<file path="config.mk">
export PLATFORM = sky130hd
export DESIGN_NAME = keypad_combination_lock_alarm
export DESIGN_NICKNAME = d
export VERILOG_FILES = /design/src/design/klk_pkg.sv /design/src/design/klk_front.sv /design/src/design/klk_queue.sv /design/src/design/klk_back.sv /design/src/design/keypad_combination_lock_alarm.sv
export VERILOG_INCLUDE_DIRS = /design/src /design/src/design
export SDC_FILE = /design/constraint.sdc
export NUM_CORES = 1
export LEC_CHECK = 0
export BUFFER_PORTS_ARGS = -buffer_cell sky130_fd_sc_hd__buf_2
export CAP_MARGIN = 10
export CORE_MARGIN = 2
export CORE_UTILIZATION = 54
export DETAILED_ROUTE_END_ITERATION = 8
export HOLD_SLACK_MARGIN = 0.1
export PLACE_DENSITY = 0.71
export REMOVE_ABC_BUFFERS = 1
export SYNTH_ARGS = -nofsm -noshare
export SYNTH_HDL_FRONTEND = slang
export SYNTH_SLANG_ARGS = --single-unit
</file>
<file path="constraint.sdc">
create_clock -name clk -period 3.6 [get_ports clk]
set_clock_uncertainty 0.15 [all_clocks]
set_input_delay 0.36 -clock clk [delete_from_list [all_inputs] [get_ports clk]]
set_output_delay 0.36 -clock clk [all_outputs]
set_load 0.02 [all_outputs]
</file>
<file path="src/design/keypad_combination_lock_alarm_macros.svh">
// Assertion macros shared by the keypad lock RTL.
// Each macro expects clk and rst_n in the scope of the module that uses it.
`ifndef KEYPAD_COMBINATION_LOCK_ALARM_MACROS_SVH
`define KEYPAD_COMBINATION_LOCK_ALARM_MACROS_SVH

// Condition holds at every clock edge out of reset.
`define KLK_ASSERT_ALWAYS(lbl, cond, msg) \
  lbl: assert property (@(posedge clk) disable iff (!rst_n) (cond)) else $error(msg);

// Antecedent implies consequent in the same cycle.
`define KLK_ASSERT_IMPLY(lbl, ante, cons, msg) \
  lbl: assert property (@(posedge clk) disable iff (!rst_n) (ante) |-> (cons)) \
    else $error(msg);

// Antecedent implies consequent in the next cycle.
`define KLK_ASSERT_NEXT(lbl, ante, cons, msg) \
  lbl: assert property (@(posedge clk) disable iff (!rst_n) (ante) |=> (cons)) \
    else $error(msg);

`endif

</file>
<file path="src/design/klk_pkg.sv">
// Types, codes and constants for the keypad combination lock.
// No dependencies; used by every module of the block.
`default_nettype none

package klk_pkg;

  // Key codes
  localparam logic [3:0] KEY_LAST_DIGIT = 4'd8;
  localparam logic [3:0] KEY_STAR       = 4'd9;
  localparam logic [3:0] KEY_ZERO       = 4'd10;

  // Glyphs, active high, bit 0 = segment a
  localparam logic [6:0] GLYPH_A = 7'h77;
  localparam logic [6:0] GLYPH_P = 7'h73;
  localparam logic [6:0] GLYPH_U = 7'h3E;
  localparam logic [6:0] GLYPH_L = 7'h38;
  localparam logic [6:0] GLYPH_E = 7'h79;
  localparam logic [6:0] GLYPH_H = 7'h76;
  localparam logic [6:0] GLYPH_BLANK = 7'h00;

  // Motor commands
  localparam logic [1:0] MOT_RELEASE = 2'd0;
  localparam logic [1:0] MOT_PULSE   = 2'd1;
  localparam logic [1:0] MOT_HOLD    = 2'd3;

  // Configuration register indexes
  localparam logic REG_PASS_CODE   = 1'b0;
  localparam logic REG_RETRY_LIMIT = 1'b1;

  localparam logic [15:0] PASS_CODE_RST   = 16'h1234;
  localparam logic [2:0]  RETRY_LIMIT_RST = 3'd3;
  localparam logic [2:0]  RETRY_MAX       = 3'd7;

  localparam int CODE_DIGITS_DEF = 4;
  localparam int QUEUE_DEPTH     = 2;

  typedef enum logic [1:0] {
    MODE_UNLOCKED = 2'd0,
    MODE_LOCKED   = 2'd1,
    MODE_ENTRY    = 2'd2,
    MODE_LOCKOUT  = 2'd3
  } mode_t;

  typedef enum logic [1:0] {
    EV_NONE  = 2'd0,
    EV_STAR  = 2'd1,
    EV_DIGIT = 2'd2
  } key_ev_t;

  typedef struct packed {
    logic [3:0] key_code;
    logic       door_closed;
  } in_item_t;

  typedef struct packed {
    logic [1:0] motor_cmd;
    logic       siren;
    logic [6:0] display_segments;
    logic [1:0] mode;
    logic [2:0] digits_entered;
    logic [2:0] retries_used;
  } out_item_t;

  // Classified key event handed from front to back
  typedef struct packed {
    key_ev_t    ev;
    logic [3:0] digit;
    logic       door_closed;
  } ev_item_t;

  function automatic logic [6:0] digit_glyph(input logic [3:0] d);
    logic [6:0] g;
    unique case (d)
      4'd0:    g = 7'h3F;
      4'd1:    g = 7'h06;
      4'd2:    g = 7'h5B;
      4'd3:    g = 7'h4F;
      4'd4:    g = 7'h66;
      4'd5:    g = 7'h6D;
      4'd6:    g = 7'h7D;
      4'd7:    g = 7'h07;
      4'd8:    g = 7'h7F;
      4'd9:    g = 7'h6F;
      default: g = GLYPH_BLANK;
    endcase
    return g;
  endfunction

endpackage

`default_nettype wire

</file>
<file path="src/design/klk_front.sv">
// Front end: decodes raw key codes into star / digit / no-key events.
// Depends on klk_pkg.
`default_nettype none

module klk_front (
  input  wire  klk_pkg::in_item_t in_data,
  output klk_pkg::ev_item_t       ev_data
);
  import klk_pkg::*;

  always_comb begin
    ev_data.door_closed = in_data.door_closed;
    ev_data.digit       = 4'd0;
    ev_data.ev          = EV_NONE;
    priority if (in_data.key_code <= KEY_LAST_DIGIT) begin
      ev_data.ev    = EV_DIGIT;
      ev_data.digit = in_data.key_code + 4'd1;
    end else if (in_data.key_code == KEY_ZERO) begin
      ev_data.ev    = EV_DIGIT;
      ev_data.digit = 4'd0;
    end else if (in_data.key_code == KEY_STAR) begin
      ev_data.ev = EV_STAR;
    end else begin
      ev_data.ev = EV_NONE;  // hash and unused codes
    end
  end

endmodule

`default_nettype wire

</file>
<file path="src/design/klk_queue.sv">
// Short FIFO of classified events between front and back.
// Depends on klk_pkg.
`default_nettype none

module klk_queue (
  input  wire                     clk,
  input  wire                     rst_n,
  input  wire                     push,
  input  wire  klk_pkg::ev_item_t push_data,
  output logic                    full,
  input  wire                     pop,
  output logic                    not_empty,
  output klk_pkg::ev_item_t       pop_data
);
  import klk_pkg::*;

  localparam int PTR_W = (QUEUE_DEPTH > 1) ? $clog2(QUEUE_DEPTH) : 1;
  localparam int CNT_W = $clog2(QUEUE_DEPTH + 1);
  localparam logic [PTR_W-1:0] PTR_LAST = PTR_W'(QUEUE_DEPTH - 1);
  localparam logic [CNT_W-1:0] CNT_FULL = CNT_W'(QUEUE_DEPTH);

  ev_item_t         slot_r [QUEUE_DEPTH];
  logic [PTR_W-1:0] wr_ptr_r, wr_ptr_nxt;
  logic [PTR_W-1:0] rd_ptr_r, rd_ptr_nxt;
  logic [CNT_W-1:0] count_r, count_nxt;

  assign full      = (count_r == CNT_FULL);
  assign not_empty = (count_r != '0);
  assign pop_data  = slot_r[rd_ptr_r];

  always_comb begin
    wr_ptr_nxt = wr_ptr_r;
    rd_ptr_nxt = rd_ptr_r;
    count_nxt  = count_r;
    if (push) begin
      wr_ptr_nxt = (wr_ptr_r == PTR_LAST) ? '0 : wr_ptr_r + 1'b1;
    end
    if (pop) begin
      rd_ptr_nxt = (rd_ptr_r == PTR_LAST) ? '0 : rd_ptr_r + 1'b1;
    end
    unique case ({push, pop})
      2'b10:   count_nxt = count_r + 1'b1;
      2'b01:   count_nxt = count_r - 1'b1;
      default: count_nxt = count_r;
    endcase
  end

  always_ff @(posedge clk) begin
    if (!rst_n) begin
      wr_ptr_r <= '0;
      rd_ptr_r <= '0;
      count_r  <= '0;
    end else begin
      wr_ptr_r <= wr_ptr_nxt;
      rd_ptr_r <= rd_ptr_nxt;
      count_r  <= count_nxt;
    end
  end

  always_ff @(posedge clk) begin
    if (push) begin
      slot_r[wr_ptr_r] <= push_data;
    end
  end

endmodule

`default_nettype wire

</file>
<file path="src/design/klk_back.sv">
// Back end: lock controller, configuration registers and output register.
// Depends on klk_pkg and the assertion macro header.
`default_nettype none
`include "keypad_combination_lock_alarm_macros.svh"

module klk_back #(
  parameter int CODE_DIGITS = klk_pkg::CODE_DIGITS_DEF
) (
  input  wire                     clk,
  input  wire                     rst_n,
  input  wire                     cfg_we,
  input  wire                     cfg_index,
  input  wire  [15:0]             cfg_wdata,
  input  wire                     ev_valid,
  input  wire  klk_pkg::ev_item_t ev_data,
  output logic                    ev_pop,
  output logic                    out_valid,
  input  wire                     out_ready,
  output klk_pkg::out_item_t      out_data
);
  import klk_pkg::*;

  localparam int IDX_W = (CODE_DIGITS > 1) ? $clog2(CODE_DIGITS) : 1;
  localparam logic [2:0] CNT_LAST = 3'(CODE_DIGITS - 1);

  logic [15:0] pass_code_r;
  logic [2:0]  retry_limit_r;

  mode_t       mode_r, mode_nxt;
  logic [2:0]  cnt_r, cnt_nxt;
  logic [2:0]  retry_r, retry_nxt;
  logic [6:0]  glyph_r, glyph_nxt;
  logic [3:0]  ent_r [CODE_DIGITS];

  logic        out_valid_r;
  out_item_t   out_data_r;

  logic        is_star, is_digit, last_digit, code_ok, lockout_hit, store_digit;
  logic [2:0]  retry_inc;
  logic [31:0] code_ext;
  logic [1:0]  motor;
  logic        siren;
  logic        in_lockout, out_lockout;

  // Pop whenever the output slot is empty or being drained this cycle
  assign ev_pop    = ev_valid && (!out_valid_r || out_ready);
  assign out_valid = out_valid_r;
  assign out_data  = out_data_r;

  assign is_star     = (ev_data.ev == EV_STAR);
  assign is_digit    = (ev_data.ev == EV_DIGIT);
  assign last_digit  = is_digit && (cnt_r == CNT_LAST);
  assign retry_inc   = (retry_r < RETRY_MAX) ? retry_r + 3'd1 : retry_r;
  assign lockout_hit = (retry_inc >= retry_limit_r);
  assign code_ext    = {16'd0, pass_code_r};
  assign store_digit = (mode_r == MODE_ENTRY) && is_digit && !last_digit;

  assign in_lockout  = (mode_r == MODE_LOCKOUT);
  assign out_lockout = out_valid_r && (out_data_r.mode == MODE_LOCKOUT);

  // Compare the stored digits plus the one arriving now with the code
  always_comb begin
    code_ok = 1'b1;
    for (int i = 0; i < CODE_DIGITS; i++) begin
      if (i == CODE_DIGITS - 1) begin
        if (ev_data.digit != code_ext[4*(CODE_DIGITS-1-i) +: 4]) code_ok = 1'b0;
      end else begin
        if (ent_r[i] != code_ext[4*(CODE_DIGITS-1-i) +: 4]) code_ok = 1'b0;
      end
    end
  end

  // Next mode
  always_comb begin
    mode_nxt = mode_r;
    unique case (mode_r)
      MODE_UNLOCKED: begin
        if (is_star && ev_data.door_closed) mode_nxt = MODE_LOCKED;
      end
      MODE_LOCKED: begin
        if (ev_data.door_closed && is_star) mode_nxt = MODE_ENTRY;
      end
      MODE_ENTRY: begin
        if (is_star && cnt_r == 3'd0) begin
          mode_nxt = MODE_LOCKED;
        end else if (last_digit) begin
          if (code_ok)          mode_nxt = MODE_UNLOCKED;
          else if (lockout_hit) mode_nxt = MODE_LOCKOUT;
        end
      end
      MODE_LOCKOUT: mode_nxt = MODE_LOCKOUT;
    endcase
  end

  // Outputs and counters
  always_comb begin
    glyph_nxt = glyph_r;
    cnt_nxt   = cnt_r;
    retry_nxt = retry_r;
    motor     = MOT_HOLD;
    siren     = 1'b0;
    unique case (mode_r)
      MODE_UNLOCKED: begin
        motor = MOT_RELEASE;
        if (is_star && ev_data.door_closed) begin
          motor     = MOT_HOLD;
          glyph_nxt = GLYPH_L;
        end
      end
      MODE_LOCKED: begin
        if (!ev_data.door_closed) begin
          siren     = 1'b1;
          glyph_nxt = GLYPH_A;
        end else if (is_star) begin
          cnt_nxt   = 3'd0;
          glyph_nxt = GLYPH_P;
        end else begin
          glyph_nxt = GLYPH_L;
        end
      end
      MODE_ENTRY: begin
        if (is_star) begin
          cnt_nxt   = 3'd0;
          glyph_nxt = (cnt_r == 3'd0) ? GLYPH_L : GLYPH_P;
        end else if (last_digit) begin
          cnt_nxt = 3'd0;
          if (code_ok) begin
            retry_nxt = 3'd0;
            motor     = MOT_PULSE;
            glyph_nxt = GLYPH_U;
          end else begin
            retry_nxt = retry_inc;
            glyph_nxt = lockout_hit ? GLYPH_A : GLYPH_E;
          end
        end else if (is_digit) begin
          cnt_nxt   = cnt_r + 3'd1;
          glyph_nxt = digit_glyph(ev_data.digit);
        end
      end
      MODE_LOCKOUT: begin
        glyph_nxt = GLYPH_A;
      end
    endcase
    if (mode_nxt == MODE_LOCKOUT) siren = 1'b1;
  end

  always_ff @(posedge clk) begin
    if (!rst_n) begin
      pass_code_r   <= PASS_CODE_RST;
      retry_limit_r <= RETRY_LIMIT_RST;
    end else if (cfg_we) begin
      unique case (cfg_index)
        REG_PASS_CODE:   pass_code_r   <= cfg_wdata;
        REG_RETRY_LIMIT: retry_limit_r <= cfg_wdata[2:0];
      endcase
    end
  end

  always_ff @(posedge clk) begin
    if (!rst_n) begin
      mode_r      <= MODE_UNLOCKED;
      cnt_r       <= 3'd0;
      retry_r     <= 3'd0;
      glyph_r     <= GLYPH_H;
      out_valid_r <= 1'b0;
    end else begin
      if (ev_pop) begin
        mode_r  <= mode_nxt;
        cnt_r   <= cnt_nxt;
        retry_r <= retry_nxt;
        glyph_r <= glyph_nxt;
      end
      if (ev_pop)         out_valid_r <= 1'b1;
      else if (out_ready) out_valid_r <= 1'b0;
    end
  end

  // Payload: result register and digit store, no reset
  always_ff @(posedge clk) begin
    if (ev_pop) begin
      out_data_r.motor_cmd        <= motor;
      out_data_r.siren            <= siren;
      out_data_r.display_segments <= glyph_nxt;
      out_data_r.mode             <= mode_nxt;
      out_data_r.digits_entered   <= cnt_nxt;
      out_data_r.retries_used     <= retry_nxt;
    end
    if (ev_pop && store_digit) begin
      ent_r[cnt_r[IDX_W-1:0]] <= ev_data.digit;
    end
  end

  `KLK_ASSERT_NEXT(a_lockout_sticky, in_lockout, in_lockout, "lockout left")
  `KLK_ASSERT_IMPLY(a_count_idle, mode_r != MODE_ENTRY, cnt_r == 3'd0, "digits held outside entry")
  `KLK_ASSERT_IMPLY(a_lockout_siren, out_lockout, out_data_r.siren, "lockout without siren")
  `KLK_ASSERT_ALWAYS(a_count_range, cnt_r <= CNT_LAST, "entry count past code length")

endmodule

`default_nettype wire

</file>
<file path="src/design/keypad_combination_lock_alarm.sv">
// Keypad combination lock: one result per key event. An accepted key event is
// registered in the event queue and then in the result register of the
// back-end controller stage, where the result becomes valid; throughput one
// transfer per cycle while out_ready stays high. A two-entry event queue
// separates decode from the controller so each side can stall on its own.
// Synchronous active-low reset: unlocked, glyph H, counters cleared, code 0x1234, retry limit 3.
`default_nettype none

module keypad_combination_lock_alarm #(
  parameter int CODE_DIGITS = klk_pkg::CODE_DIGITS_DEF
) (
  input  wire                      clk,
  input  wire                      rst_n,
  // configuration write port
  input  wire                      cfg_we,
  input  wire                      cfg_index,
  input  wire  [15:0]              cfg_wdata,
  // key event channel
  input  wire                      in_valid,
  output logic                     in_ready,
  input  wire  klk_pkg::in_item_t  in_data,
  // result channel
  output logic                     out_valid,
  input  wire                      out_ready,
  output klk_pkg::out_item_t       out_data
);
  import klk_pkg::*;

  ev_item_t ev_in;     // decoded event entering the queue
  ev_item_t ev_head;   // oldest queued event
  logic     q_full;
  logic     q_not_empty;
  logic     q_pop;
  logic     q_push;

  // Input transfer whenever the queue has room; the controller drains it
  // while its output register is empty or being read by the result channel.
  assign in_ready = !q_full;
  assign q_push   = in_valid && in_ready;

  klk_front u_front (
    .in_data (in_data),
    .ev_data (ev_in)
  );

  klk_queue u_queue (
    .clk       (clk),
    .rst_n     (rst_n),
    .push      (q_push),
    .push_data (ev_in),
    .full      (q_full),
    .pop       (q_pop),
    .not_empty (q_not_empty),
    .pop_data  (ev_head)
  );

  // Controller: mode machine, counters, code compare, result register
  klk_back #(
    .CODE_DIGITS (CODE_DIGITS)
  ) u_back (
    .clk       (clk),
    .rst_n     (rst_n),
    .cfg_we    (cfg_we),
    .cfg_index (cfg_index),
    .cfg_wdata (cfg_wdata),
    .ev_valid  (q_not_empty),
    .ev_data   (ev_head),
    .ev_pop    (q_pop),
    .out_valid (out_valid),
    .out_ready (out_ready),
    .out_data  (out_data)
  );

endmodule

`default_nettype wire
</file>
==> flow_summary.yaml <==
cts:
  clock_latency_ns: 0.35
  cts_buffer_depth: 2
  clk_pin_slew_worst_paths_ns: 0.09
  cts_tree: "built"
  cts_resized: 0
  root_buffer: "clkbuf_8"
  cts.sinks: 84
  cts_made_buffers: 9
  htree_num_levels: 3
cells_and_area:
  drive_above_1_share: 0.155
  syn_to_final_growth_pct: 14.1
  fillers: 636
  final_nets: 542
  fin_util: 0.638
  antenna_cells: 0
  final_area_sq_um: 4930
global_route:
  grt_overflow: 0
  groute.usage.overall: 0.225
  grt_max_degree: 30
  grt_pass1_wl_microns: 15400
  grt_pass1_vias: 3158
  antenna_found_initial: 0
floorplanning:
  coreArea_sq_um: 7730
  num_rows: 32
  die_y_microns: 93.4
  dieArea_sq_um: 8730
  design.portCount: 47
  initial_core_util: 0.559
  die_w_microns: 93.4
logic_synthesis:
  ys_async_sr_fraction: 0
  ys_warn_count: 0
  synth_seq_cells: 84
  syn_area_sq_um: 4320
  synth_seq_area_share: 0.491
  synth-edff-count: 44
  ys_types: 63
  synth_area_leader_cell: "edfxtp_1"
  postSynthAreaPerCell_sq_um: 9.91
  synth_commonest_cells: "nand2_1 (62), edfxtp_1 (44), dfxtp_1 (40)"
  syn_inst: 436
  synth_top_area_share: 0.306
  synthFlopType: "edfxtp_1"
  netlist_top_cells_area: "edfxtp_1 (31%), dfxtp_1 (19%), ha_1 (6.7%), nand2_1 (5.4%), a21oi_1 (4.3%)"
  synth.most_common_cell: "nand2_1"
timing:
  slew_viol_final: 0
  max_slew_margin: 0.282
  finalHoldViolCount: 0
  rsz0062_at_grt: "no"
  period_share: 0.864
  tns_ns: 0
  whs_ns: 0.103
  setup_viol: 0
  worstMarginPinSlew_ns: 1.08
  fin_crit_ns: 3.11
  fmax_ghz: 0.322
setup_path:
  worstPathRequired_ns: 3.56
  critPathKind: "flip-flop to flip-flop"
  cp-end-kind: "flip-flop"
  worstPathMaxFanout: 13
  arrival_ns: 3.07
  start_kind: "flip-flop"
  reg2reg_depth: 7
power:
  leakagePower_nw: 1.93
  peakVddDrop_v: 0.000346
  powerDensity_nw_per_um2: 594
placed_design:
  postPlaceCellArea_sq_um: 4620
  numPortBuffers: 46
  globalplace.congestion: 0.884
  hpwl_microns: 6770
route:
  postRouteAntennaNets: 0
  post_drt_wl_per_cell_microns: 15.8
  drcViolationCount: 0
  via_count: 3404
  first_iter_violations: 253
  dr.pass1.iters: 4
  via_per_inst: 5.68
  wirelength_microns: 9490
job:
  drv_cap: 0
hold_path:
  hold_path_depth: 3
  min_path_type: "input port to flip-flop"
run_status:
  outcome: "finished clean"
## worst max-delay path, stage by stage, from the launching register on
cell and delay [ns]:
dfxtp_1 0.84, mux2i_1 0.59, inv_1 0.11, nand2_1 0.32, a21oi_1 0.11, or3_1 0.37
and4_4 0.21, a22o_1 0.17
## state kept, by name, summed over array words and instances, names as in the netlist, named ones only
register,count
u_back.cnt_r,3
u_back.ent_r,12
u_back.glyph_r,7
u_back.mode_r,2
u_back.out_data,18
u_back.out_valid,1
u_back.pass_code_r,16
u_back.retry_limit_r,3
u_back.retry_r,3
u_queue.count_r,2
u_queue.rd_ptr_r,1
u_queue.slot_r,14
u_queue.wr_ptr_r,1
## logic make-up after synthesis
logic type	share of synthesized area
muxes	0.0330
DFF	0.491
buffers and inverters	0.0353
and+or+nand+nor	0.177
adders and majority gates	0.0666
AOI/OAI and AO/OA	0.155
xor gates and xnor gates	0.0426
## metal layers
layer	vias to the layer above	wire, microns	track usage
met1	1613	4270	0.293
met5	-	0	0
met3	17	471	0.0403
li1	1677	-	-
met4	0	194	0.0772
met2	97	4550	0.376
## cells in the final DEF, fill, tap and decap left out, types with 3 or more instances in the layout
cell type / instances
nand2_1: 62
buf_2: 46
edfxtp_1: 44
dfxtp_1: 40
a21oi_1: 37
nor2_1: 28
ha_1: 23
nand3_1: 21
inv_1: 21
o21ai_0: 20
xnor2_1: 19
dlygate4sd3_1: 14
nor3_1: 10
clkbuf_8: 10
and2_1: 8
nand4_1: 5
mux2i_4: 4
a31oi_1: 4
nand2b_1: 4
o211ai_1: 4
a211oi_1: 3
mux2i_1: 3
a221oi_1: 3
or3_1: 3
a22o_1: 3
a21boi_0: 3
a22oi_1: 3
## report_power, final
part           switching, mW  internal (mW)
sequential             0.113           1.24
combinational          0.620          0.359
clock                  0.332          0.268
## area by class of cell
cell class / instances / area, sq um / area share
clock buffers: 12 / 145 / 0.0294
well taps: 102 / 128 / 0.0259
flip-flops and latches: 84 / 2120 / 0.430
repair buffers: 62 / 385 / 0.0782
multi-input cells: 314 / 2050 / 0.415
clock inverters: 4 / 25.0 / 0.00508
inverters: 21 / 78.8 / 0.0160
## path summary, 6_finish.rpt
check	startpoint	to	slack, ns
min reg2reg	u_back.retry_limit_r[2]$_SDFFE_PN0P_	u_back.retry_limit_r[2]$_SDFFE_PN0P_	0.32
max	flip-flop	u_back.out_data[15]$_SDFFCE_PN1P_	0.49
min	cfg_wdata[0]	u_back.pass_code_r[0]$_SDFFE_PN0P_	0.10
max reg2reg	flip-flop	u_back.out_data[15]$_SDFFCE_PN1P_	0.49
## timing repair
item	4_1_cts	5_1_grt
buffers inserted	0	0
hold endpoints to repair	15	0
hold buffers	14	0
## per-stage QoR
step	cells	total power, mW	setup WS (ns)
final	599	2.93	0.491
after global routing	599	3.09	0.355
after CTS	599	2.93	0.545
after detailed placement	569	2.33	0.574
after global placement	569	2.31	0.585
after floorplan	419	2.04	0.926
Power figures use the tool's default switching activity.
